==> config.mk <==
export PLATFORM = sky130hd
export DESIGN_NAME = fuel_grid_scan_center_seed_core_flat
export DESIGN_NICKNAME = d
export VERILOG_FILES = /design/src/sv/fgsc_pkg.sv /design/src/sv/fgsc_ifs.sv /design/src/sv/fgsc_front.sv /design/src/sv/fgsc_queue.sv /design/src/sv/fgsc_back.sv /design/src/sv/fuel_grid_scan_center_seed_core.sv /design/src/flat_wrapper.sv
export SDC_FILE = /design/constraint.sdc
export NUM_CORES = 2
export LEC_CHECK = 0
export BUFFER_PORTS_ARGS = -buffer_cell sky130_fd_sc_hd__buf_2
export CAP_MARGIN = 20
export CORE_ASPECT_RATIO = 0.9
export CORE_MARGIN = 10
export CORE_UTILIZATION = 50
export CTS_CLUSTER_DIAMETER = 60
export DETAILED_ROUTE_END_ITERATION = 12
export GPL_TIMING_DRIVEN = 0
export PLACE_DENSITY = 0.71
export SETUP_SLACK_MARGIN = 0.5
export SLEW_MARGIN = 20
export SYNTH_ARGS = -nofsm -noshare
export SYNTH_HDL_FRONTEND = slang
export SYNTH_HIERARCHICAL = 1
export SYNTH_SLANG_ARGS = --single-unit
==> constraint.sdc <==
create_clock -name clk -period 9.3 [get_ports clk]
set_clock_uncertainty 0.1 [all_clocks]
set_input_delay 0.93 -clock clk [delete_from_list [all_inputs] [get_ports clk]]
set_output_delay 0.93 -clock clk [all_outputs]
set_load 0.005 [all_outputs]
==> src/sv/fgsc_pkg.sv <==
// Package for the fuel grid scan with centre seed.
// Holds the status codes, the queue entry type and the fuel code table.
// Depends on nothing; every other file imports it.
package fgsc_pkg;

  localparam int DimW       = 13;
  localparam int MaxDim     = 4096;
  localparam int CellsW     = 26;
  localparam int IndexW     = 25;
  localparam int RowW       = 25;
  localparam int ColW       = 12;
  localparam int MagW       = 14;
  localparam int SqW        = 2 * MagW;
  localparam int DistW      = 27;
  localparam int CountW     = 25;
  localparam int BadW       = 24;
  localparam int CodeW      = 16;
  localparam int Combustible = 100;
  localparam logic [CellsW-1:0] CellLimit = CellsW'(16000000);
  localparam logic [IndexW-1:0] IndexMax  = '1;
  localparam logic [DistW-1:0]  DistInit  = '1;

  typedef enum logic [1:0] {
    ST_OK      = 2'd0,
    ST_UNKNOWN = 2'd1,
    ST_NO_FUEL = 2'd2,
    ST_COUNT   = 2'd3
  } fgsc_status_t;

  typedef enum logic [0:0] {
    REG_GRID_WIDTH  = 1'b0,
    REG_GRID_HEIGHT = 1'b1
  } fgsc_reg_t;

  typedef struct packed {
    logic              bad;
    logic              cnt_valid;
    logic              cnt_comb;
    logic              far;
    logic [ColW-1:0]   col;
    logic [ColW-1:0]   row;
    logic [MagW-1:0]   mag_x;
    logic [MagW-1:0]   mag_y;
    logic [BadW-1:0]   index;
    logic              last;
    logic              too_big;
    logic              mismatch;
  } fgsc_entry_t;

  typedef struct packed {
    logic full;
    logic empty;
  } fgsc_q_stat_t;

  function automatic logic fgsc_code_known(input logic [CodeW-1:0] code);
    logic known;
    case (code)
      16'd0, 16'd91, 16'd92, 16'd93, 16'd98,
      16'd102, 16'd104, 16'd106, 16'd107, 16'd108, 16'd109,
      16'd142, 16'd143, 16'd145, 16'd147, 16'd148, 16'd149,
      16'd161, 16'd162, 16'd163, 16'd165, 16'd183: known = 1'b1;
      default: known = 1'b0;
    endcase
    return known;
  endfunction

  function automatic logic [DimW-1:0] fgsc_dim(input logic [DimW-1:0] v);
    logic [DimW-1:0] d;
    if (v == '0) begin
      d = DimW'(1);
    end else if (v > DimW'(MaxDim)) begin
      d = DimW'(MaxDim);
    end else begin
      d = v;
    end
    return d;
  endfunction

endpackage

==> src/sv/fgsc_ifs.sv <==
// Stream interfaces for the fuel grid scan: cell input and scan result.
// Depends on fgsc_pkg for the field widths.
interface fgsc_in_if;
  import fgsc_pkg::*;
  logic             valid;
  logic             ready;
  logic [CodeW-1:0] fuel_code;
  logic             last_cell;
  modport source (output valid, output fuel_code, output last_cell, input ready);
  modport sink (input valid, input fuel_code, input last_cell, output ready);
endinterface

interface fgsc_out_if;
  import fgsc_pkg::*;
  logic              valid;
  logic              ready;
  logic [1:0]        status;
  logic [CountW-1:0] valid_count;
  logic [CountW-1:0] combustible_count;
  logic [ColW-1:0]   seed_x;
  logic [ColW-1:0]   seed_y;
  logic [BadW-1:0]   bad_index;
  modport source (output valid, output status, output valid_count, output combustible_count,
                  output seed_x, output seed_y, output bad_index, input ready);
  modport sink (input valid, input status, input valid_count, input combustible_count,
                input seed_x, input seed_y, input bad_index, output ready);
endinterface

==> src/sv/fgsc_front.sv <==
// Front part of the fuel grid scan: accepts cells, tracks the raster position,
// classifies each code and works out the centre offsets. Depends on fgsc_pkg.
module fgsc_front import fgsc_pkg::*; (
  input  logic             clk,
  input  logic             rst,
  input  logic [DimW-1:0]  grid_width,
  input  logic [DimW-1:0]  grid_height,
  fgsc_in_if.sink          in_ch,
  input  fgsc_q_stat_t     q_stat,
  output logic             push,
  output fgsc_entry_t      push_data
);

  logic [ColW-1:0]   col;
  logic [ColW-1:0]   col_next;
  logic [RowW-1:0]   row;
  logic [RowW-1:0]   row_next;
  logic [IndexW-1:0] index;
  logic [IndexW-1:0] index_next;
  logic [DimW-1:0]   w;
  logic [DimW-1:0]   h;
  logic [CellsW-1:0] cells;
  logic              in_grid;
  logic              known;
  logic signed [ColW+2:0] dx;
  logic signed [RowW+2:0] dy;
  logic [ColW+2:0]   abs_x;
  logic [RowW+2:0]   abs_y;

  assign in_ch.ready = !q_stat.full;
  assign push        = in_ch.valid && !q_stat.full;

  always_comb begin
    w       = fgsc_dim(grid_width);
    h       = fgsc_dim(grid_height);
    cells   = CellsW'(w) * CellsW'(h);
    in_grid = CellsW'(index) < cells;
    known   = fgsc_code_known(in_ch.fuel_code);
    dx      = $signed({2'b00, col, 1'b0}) - $signed((ColW+3)'(w)) + $signed((ColW+3)'(1));
    dy      = $signed({2'b00, row, 1'b0}) - $signed((RowW+3)'(h)) + $signed((RowW+3)'(1));
    abs_x   = dx[ColW+2] ? (ColW+3)'(-dx) : (ColW+3)'(dx);
    abs_y   = dy[RowW+2] ? (RowW+3)'(-dy) : (RowW+3)'(dy);
    col_next = col;
    row_next = row;
    if (in_grid) begin
      if ((DimW'(col) + DimW'(1)) >= w) begin
        col_next = '0;
        row_next = row + RowW'(1);
      end else begin
        col_next = col + ColW'(1);
      end
    end
    index_next = (index == IndexMax) ? index : index + IndexW'(1);

    push_data.bad       = in_grid && !known;
    push_data.cnt_valid = in_grid && known && (in_ch.fuel_code != '0);
    push_data.cnt_comb  = in_grid && known && (in_ch.fuel_code >= CodeW'(Combustible));
    push_data.far       = |abs_y[RowW+2:MagW];
    push_data.col       = col;
    push_data.row       = row[ColW-1:0];
    push_data.mag_x     = abs_x[MagW-1:0];
    push_data.mag_y     = abs_y[MagW-1:0];
    push_data.index     = index[BadW-1:0];
    push_data.last      = in_ch.last_cell;
    push_data.too_big   = cells > CellLimit;
    push_data.mismatch  = CellsW'(index_next) != cells;
  end

  always_ff @(posedge clk) begin
    if (rst) begin
      col   <= '0;
      row   <= '0;
      index <= '0;
    end else if (push) begin
      if (in_ch.last_cell) begin
        col   <= '0;
        row   <= '0;
        index <= '0;
      end else begin
        col   <= col_next;
        row   <= row_next;
        index <= index_next;
      end
    end
  end

endmodule

==> src/sv/fgsc_queue.sv <==
// Short queue of classified cells between the front and back parts.
// Depends on fgsc_pkg for the entry and status types.
module fgsc_queue import fgsc_pkg::*; #(
  parameter int DEPTH = 4
) (
  input  logic         clk,
  input  logic         rst,
  input  logic         push,
  input  fgsc_entry_t  push_data,
  input  logic         pop,
  output fgsc_entry_t  pop_data,
  output fgsc_q_stat_t q_stat
);

  localparam int PtrW = (DEPTH > 1) ? $clog2(DEPTH) : 1;
  localparam int CntW = $clog2(DEPTH + 1);

  fgsc_entry_t     slots [DEPTH];
  logic [PtrW-1:0] wr_ptr;
  logic [PtrW-1:0] rd_ptr;
  logic [CntW-1:0] count;

  assign pop_data     = slots[rd_ptr];
  assign q_stat.full  = count == CntW'(DEPTH);
  assign q_stat.empty = count == '0;

  always_ff @(posedge clk) begin
    if (push) begin
      slots[wr_ptr] <= push_data;
    end
  end

  always_ff @(posedge clk) begin
    if (rst) begin
      wr_ptr <= '0;
      rd_ptr <= '0;
      count  <= '0;
    end else begin
      if (push) begin
        wr_ptr <= (wr_ptr == PtrW'(DEPTH - 1)) ? '0 : wr_ptr + PtrW'(1);
      end
      if (pop) begin
        rd_ptr <= (rd_ptr == PtrW'(DEPTH - 1)) ? '0 : rd_ptr + PtrW'(1);
      end
      if (push && !pop) begin
        count <= count + CntW'(1);
      end else if (pop && !push) begin
        count <= count - CntW'(1);
      end
    end
  end

endmodule

==> src/sv/fgsc_back.sv <==
// Back part of the fuel grid scan: squares the offsets, keeps the totals and
// the nearest seed, and holds the result for transfer. Depends on fgsc_pkg.
module fgsc_back import fgsc_pkg::*; (
  input  logic         clk,
  input  logic         rst,
  input  fgsc_q_stat_t q_stat,
  input  fgsc_entry_t  pop_data,
  output logic         pop,
  fgsc_out_if.source   out_ch
);

  logic              stall;
  logic              a_valid;
  fgsc_entry_t       a_ent;
  logic [SqW-1:0]    a_sqx;
  logic [SqW-1:0]    a_sqy;
  logic [SqW:0]      sum_sq;
  logic              closer;
  logic              take;

  logic [CountW-1:0] valid_total;
  logic [CountW-1:0] valid_total_next;
  logic [CountW-1:0] comb_total;
  logic [CountW-1:0] comb_total_next;
  logic [DistW-1:0]  best_dist;
  logic [ColW-1:0]   best_col;
  logic [ColW-1:0]   best_col_next;
  logic [ColW-1:0]   best_row;
  logic [ColW-1:0]   best_row_next;
  logic              err_seen;
  logic              err_seen_next;
  logic [BadW-1:0]   first_bad;
  logic [BadW-1:0]   first_bad_next;
  fgsc_status_t      status_next;

  logic              res_valid;
  fgsc_status_t      res_status;
  logic [CountW-1:0] res_valid_count;
  logic [CountW-1:0] res_comb_count;
  logic [ColW-1:0]   res_seed_x;
  logic [ColW-1:0]   res_seed_y;
  logic [BadW-1:0]   res_bad_index;

  assign stall = res_valid && !out_ch.ready && a_valid && a_ent.last;
  assign pop   = !q_stat.empty && !stall;
  assign take  = a_valid && !stall;

  assign out_ch.valid             = res_valid;
  assign out_ch.status            = res_status;
  assign out_ch.valid_count       = res_valid_count;
  assign out_ch.combustible_count = res_comb_count;
  assign out_ch.seed_x            = res_seed_x;
  assign out_ch.seed_y            = res_seed_y;
  assign out_ch.bad_index         = res_bad_index;

  always_ff @(posedge clk) begin
    if (rst) begin
      a_valid <= 1'b0;
    end else if (!stall) begin
      a_valid <= pop;
    end
  end

  always_ff @(posedge clk) begin
    if (!stall) begin
      a_ent <= pop_data;
      a_sqx <= SqW'(pop_data.mag_x) * SqW'(pop_data.mag_x);
      a_sqy <= SqW'(pop_data.mag_y) * SqW'(pop_data.mag_y);
    end
  end

  always_comb begin
    sum_sq = (SqW+1)'(a_sqx) + (SqW+1)'(a_sqy);
    closer = a_ent.cnt_comb && !a_ent.far && (sum_sq < (SqW+1)'(best_dist));
    valid_total_next = valid_total + (a_ent.cnt_valid ? CountW'(1) : CountW'(0));
    comb_total_next  = comb_total + (a_ent.cnt_comb ? CountW'(1) : CountW'(0));
    best_col_next    = closer ? a_ent.col : best_col;
    best_row_next    = closer ? a_ent.row : best_row;
    err_seen_next    = err_seen || a_ent.bad;
    first_bad_next   = (a_ent.bad && !err_seen) ? a_ent.index : first_bad;
    if (a_ent.too_big) begin
      status_next = ST_COUNT;
    end else if (err_seen_next) begin
      status_next = ST_UNKNOWN;
    end else if (a_ent.mismatch) begin
      status_next = ST_COUNT;
    end else if (comb_total_next == '0) begin
      status_next = ST_NO_FUEL;
    end else begin
      status_next = ST_OK;
    end
  end

  always_ff @(posedge clk) begin
    if (rst) begin
      valid_total <= '0;
      comb_total  <= '0;
      best_dist   <= DistInit;
      best_col    <= '0;
      best_row    <= '0;
      err_seen    <= 1'b0;
      first_bad   <= '0;
    end else if (take) begin
      if (a_ent.last) begin
        valid_total <= '0;
        comb_total  <= '0;
        best_dist   <= DistInit;
        best_col    <= '0;
        best_row    <= '0;
        err_seen    <= 1'b0;
        first_bad   <= '0;
      end else begin
        valid_total <= valid_total_next;
        comb_total  <= comb_total_next;
        best_dist   <= closer ? sum_sq[DistW-1:0] : best_dist;
        best_col    <= best_col_next;
        best_row    <= best_row_next;
        err_seen    <= err_seen_next;
        first_bad   <= first_bad_next;
      end
    end
  end

  always_ff @(posedge clk) begin
    if (rst) begin
      res_valid <= 1'b0;
    end else if (take && a_ent.last) begin
      res_valid <= 1'b1;
    end else if (out_ch.ready) begin
      res_valid <= 1'b0;
    end
  end

  always_ff @(posedge clk) begin
    if (take && a_ent.last) begin
      res_status      <= status_next;
      res_valid_count <= valid_total_next;
      res_comb_count  <= comb_total_next;
      res_seed_x      <= best_col_next;
      res_seed_y      <= best_row_next;
      res_bad_index   <= (status_next == ST_UNKNOWN) ? first_bad_next : '0;
    end
  end

endmodule

==> src/sv/fuel_grid_scan_center_seed_core.sv <==
// Fuel grid scan core: one fuel code per grid cell in raster order, one result
// for each grid on the cell marked last. The block accepts one cell every clock
// cycle for as long as the result side keeps up, and the result of a grid is
// registered once its last cell has passed through the queue between the
// classifying front and the accumulating back and through the squaring stage.
// While a result waits, the back goes on taking cells until the last cell of
// the next grid reaches it; the four-entry queue then takes up to four further
// cells before the input stalls. The grid width and height registers are taken
// straight from the write port and need no settling time; there is no start-up
// clearing pass.
module fuel_grid_scan_center_seed_core import fgsc_pkg::*; #(
  parameter int QUEUE_DEPTH = 4
) (
  input  logic            clk,
  input  logic            rst,
  input  logic            cfg_we,
  input  logic [0:0]      cfg_index,
  input  logic [DimW-1:0] cfg_data,
  fgsc_in_if.sink         in_ch,
  fgsc_out_if.source      out_ch
);

  logic [DimW-1:0] grid_width;
  logic [DimW-1:0] grid_height;
  logic            push;
  fgsc_entry_t     push_data;
  logic            pop;
  fgsc_entry_t     pop_data;
  fgsc_q_stat_t    q_stat;

  always_ff @(posedge clk) begin
    if (rst) begin
      grid_width  <= DimW'(1);
      grid_height <= DimW'(1);
    end else if (cfg_we) begin
      case (fgsc_reg_t'(cfg_index))
        REG_GRID_WIDTH:  grid_width  <= cfg_data;
        REG_GRID_HEIGHT: grid_height <= cfg_data;
        default: ;
      endcase
    end
  end

  fgsc_front u_front (
    .clk         (clk),
    .rst         (rst),
    .grid_width  (grid_width),
    .grid_height (grid_height),
    .in_ch       (in_ch),
    .q_stat      (q_stat),
    .push        (push),
    .push_data   (push_data)
  );

  fgsc_queue #(
    .DEPTH (QUEUE_DEPTH)
  ) u_queue (
    .clk       (clk),
    .rst       (rst),
    .push      (push),
    .push_data (push_data),
    .pop       (pop),
    .pop_data  (pop_data),
    .q_stat    (q_stat)
  );

  fgsc_back u_back (
    .clk      (clk),
    .rst      (rst),
    .q_stat   (q_stat),
    .pop_data (pop_data),
    .pop      (pop),
    .out_ch   (out_ch)
  );

endmodule

==> src/flat_wrapper.sv <==
// flat-port wrapper written by rule: the top's interface ports become plain ports
module fuel_grid_scan_center_seed_core_flat import fgsc_pkg::*;
#(
  parameter int QUEUE_DEPTH = 4
)
  (clk, rst, cfg_we, cfg_index, cfg_data, in_ch_valid, in_ch_fuel_code, in_ch_last_cell, in_ch_ready, out_ch_valid, out_ch_status, out_ch_valid_count, out_ch_combustible_count, out_ch_seed_x, out_ch_seed_y, out_ch_bad_index, out_ch_ready);
  fgsc_in_if in_ch_i ();
  fgsc_out_if out_ch_i ();
  input  logic clk;
  input  logic rst;
  input  logic cfg_we;
  input  logic [0:0] cfg_index;
  input  logic [DimW-1:0] cfg_data;
  input wire logic [$bits(in_ch_i.valid)-1:0] in_ch_valid;
  input wire logic [$bits(in_ch_i.fuel_code)-1:0] in_ch_fuel_code;
  input wire logic [$bits(in_ch_i.last_cell)-1:0] in_ch_last_cell;
  output wire logic [$bits(in_ch_i.ready)-1:0] in_ch_ready;
  output wire logic [$bits(out_ch_i.valid)-1:0] out_ch_valid;
  output wire logic [$bits(out_ch_i.status)-1:0] out_ch_status;
  output wire logic [$bits(out_ch_i.valid_count)-1:0] out_ch_valid_count;
  output wire logic [$bits(out_ch_i.combustible_count)-1:0] out_ch_combustible_count;
  output wire logic [$bits(out_ch_i.seed_x)-1:0] out_ch_seed_x;
  output wire logic [$bits(out_ch_i.seed_y)-1:0] out_ch_seed_y;
  output wire logic [$bits(out_ch_i.bad_index)-1:0] out_ch_bad_index;
  input wire logic [$bits(out_ch_i.ready)-1:0] out_ch_ready;
  assign in_ch_i.valid = in_ch_valid;
  assign in_ch_i.fuel_code = in_ch_fuel_code;
  assign in_ch_i.last_cell = in_ch_last_cell;
  assign in_ch_ready = in_ch_i.ready;
  assign out_ch_valid = out_ch_i.valid;
  assign out_ch_status = out_ch_i.status;
  assign out_ch_valid_count = out_ch_i.valid_count;
  assign out_ch_combustible_count = out_ch_i.combustible_count;
  assign out_ch_seed_x = out_ch_i.seed_x;
  assign out_ch_seed_y = out_ch_i.seed_y;
  assign out_ch_bad_index = out_ch_i.bad_index;
  assign out_ch_i.ready = out_ch_ready;
  fuel_grid_scan_center_seed_core #(.QUEUE_DEPTH(QUEUE_DEPTH)) u_core (.clk(clk), .rst(rst), .cfg_we(cfg_we), .cfg_index(cfg_index), .cfg_data(cfg_data), .in_ch(in_ch_i), .out_ch(out_ch_i));
endmodule
==> run_results.csv <==
group,metric,value,unit
route,first_pass_iters,5,
timing,setup_viol,0,
route,routed_wl,127000,um
setup_path,slowest_stage,"fa_2",
synth,synthTopCellsByCount,"inv_1, edfxtp_1, nand2_1",
clocking,cts_buffers,84,
synth,synth-xor-area-share,0.0450,
clocking,clk_pin_slew,60,ps
layout,syn2layout_area_growth,11.2,%
synth,synthTopCellsByArea,"edfxtp_1, fa_1, ha_1, dfxtp_1, inv_1",
synth,synth_cell_type_count,114,
setup_path,critical_path_class,"reg2reg",
clocking,htree_levels,3,
timing,worst_slew_pin_slew,988,ps
timing,period_share,0.917,
timing,holdWs,362,ps
setup_path,start_kind,"flop",
synth,synth_edf_count,541,
synth,syn_inst,4989,
synth,yosysWarnings,6,
synth,synth_ff_type,"edfxtp_1",
timing,fmax,117,MHz
timing,relSlewSlack,0.341,
die,die_x,364,um
setup_path,cp.arrival,8990,ps
layout,layout.cells.non_filler,6689,
synth,synth_nets,5759,
setup_path,cp-end-kind,"flop",
route,ant_nets,0,
layout,nets,6009,
die,start_util,0.505,
place,hpwlAfterDp,97000,um
clocking,hold_buffers,0,
timing,rsz0062_at_grt,"no",
clocking,cts_tree,"done",
clocking,insertion_delay,640,ps
synth,synth-adder-area-share,0.222,
timing,finalWorstPathRequiredPeriod,8530,ps
setup_path,critPathMaxFanout,13,
route,vias_per_cell,5.69,
place,place.detailed.instances,6513,
route,vias,38000,
timing,finalHoldViolations,0,
synth,synth_area,53400,sq um
die,die_area,120000,sq um
die,io_pins,138,
layout,nFillCells,8963,
worst_hold_path,hold_class,"reg2reg",
layout,diodes,0,
place,place.gp.congestion,0.921,
synth,synth_top_family_by_area,"adder cells",
layout,area.sequential,20800,sq um
die,die_h,330,um
synth,synthSimpleGateAreaFrac,0.132,
layout,multi_input_area,29400,sq um
grt,overflow,0,
clocking,root_buffer,"clkbuf_16",
synth,seq_area_frac_synth,0.389,
synth,synth_top_area_share,0.304,
grt,grt_start_max_net_pins,50,
die,rows,113,
grt,grt_pass1_wl,203000,um
synth,synth_top_area_cell,"edfxtp_1",
clocking,clock_path_buffers,3,
synth,synth.most_common_cell,"inv_1",
layout,final_layout_size_suffix_gt1_frac,0.121,
outcome,outcome,"finished, final reports clean",
grt,grt_pass1_vias,37600,
synth,synth-compound-area-share,0.0986,
synth,avgSynthCellArea,10.7,sq um
die,core,106000,sq um
synth,ys_ff_latch,766,
setup_path,max_stage_delay,570,ps
route,drc_errors,0,
timing,drv_slew,0,
flow_run,maxCapViolCount,0,
setup_path,worstPathRequired,9770,ps
clocking,cts_sinks,766,
route,drt_iter0_markers,2992,
synth,synthMuxAreaShare,0.0495,
synth,synthArstFlopShare,0,
grt,antenna_found_initial,4,
setup_path,crit_top_cell,"fa_1",
grt,grt_use_total,0.210,
place,numPortBuffers,135,
route,routedWlPerCell,19.0,um
[state kept, by name, summed over array words and instances, names as in the netlist, 25 cells and up, named ones only]
register	cells
u_core/u_back/comb_total	25
u_core/u_back/out_ch.valid_count	25
u_core/u_front/index	25
u_core/u_back/valid_total	25
u_core/u_front/row	25
u_core/u_back/out_ch.combustible_count	25
u_core/u_back/best_dist	27
u_core/u_back/a_ent	55
u_core/u_back/a_sqy	27
u_core/u_queue/slots	332
u_core/u_back/a_sqx	27
[worst max-delay path, delay by kind of cell, from the launching register on]
| kind | cells | cell delay [ps] |
|---|---|---|
| and+or+nand+nor | 9 | 2350 |
| buffers and inverters | 5 | 620 |
| adders and majority gates | 8 | 3410 |
| xor gates and xnor gates | 1 | 170 |
| DFF | 1 | 350 |
| AOI/OAI and AO/OA | 8 | 1420 |
[kinds of logic (layout without fill, tap and decap cells)]
| logic type | Yosys count | in the layout |
|---|---|---|
| buffers and inverters | 830 | 1150 |
| multiplexers | 156 | 156 |
| adder cells (fa/ha/maj) | 735 | 735 |
| AND/OR/NAND/NOR | 1449 | 1449 |
| AO/OA/AOI/OAI | 784 | 784 |
| flip-flops | 766 | 766 |
| XOR/XNOR | 269 | 269 |
[cells in the final DEF, fill, tap and decap left out, types with 43 or more instances in the layout]
cell type  instances
inv_1            577
edfxtp_1         541
nand2_1          445
ha_1             380
nor2_1           362
fa_1             352
a21oi_1          240
dfxtp_1          224
xnor2_1          172
buf_2            165
clkbuf_1         146
o21ai_0          126
nand3_1          103
nor3_1            92
xor2_1            87
clkbuf_16         84
mux4_2            83
and2_1            68
a22oi_1           66
buf_4             65
a21o_1            62
nand2b_1          61
nor2b_1           53
nand4_1           43
[through the flow]
step                area (sq um)   util  setup WS (ps)  setup TNS [ps]
floorplan                  53400      -            707               0
global placement           55800  0.527          -2170          -82520
detailed placement         56000  0.530          -1950          -69610
CTS                        59100  0.558            508               0
global route               59300  0.561            447               0
finish                     59300  0.561            772               0
[routing by layer]
metal,global-route usage,part of all wire
met1,0.290,0.44
met2,0.336,0.46
met3,0.0362,0.063
met4,0.0645,0.031
met5,0,0
[area by class of cell]
type                            count  share of cell area
Multi-Input combinational cell   3393               0.496
Sequential cell                   766               0.350
Inverter                          593              0.0383
Clock buffer                      112              0.0382
Tap cell                         1380              0.0291
Buffer                            237              0.0220
Timing Repair Buffer              164              0.0173
Clock inverter                     44             0.00888
[path summary, 6_finish.rpt]
check	start	end	slack, ps	depth (start not counted)
max	u_core/grid_width[1]	u_core/u_front/row[24]	770	31
min	u_core/u_back/comb_total[0]	u_core/u_back/comb_total[0]	360	2
max reg2reg	u_core/grid_width[1]	u_core/u_front/row[24]	770	31
min reg2reg	u_core/u_back/comb_total[0]	u_core/u_back/comb_total[0]	360	2
[timing repair]
item / CTS / global route
setup buffers: 10 / 10
cloned: 0 / 0
pin swaps: 4 / 12
endpoints found under the setup margin: 57 / 41
gates resized for setup: 59 / 86
Power is not shown: default switching activity piles up to over one toggle a cycle in this logic, so the estimate is an artifact.
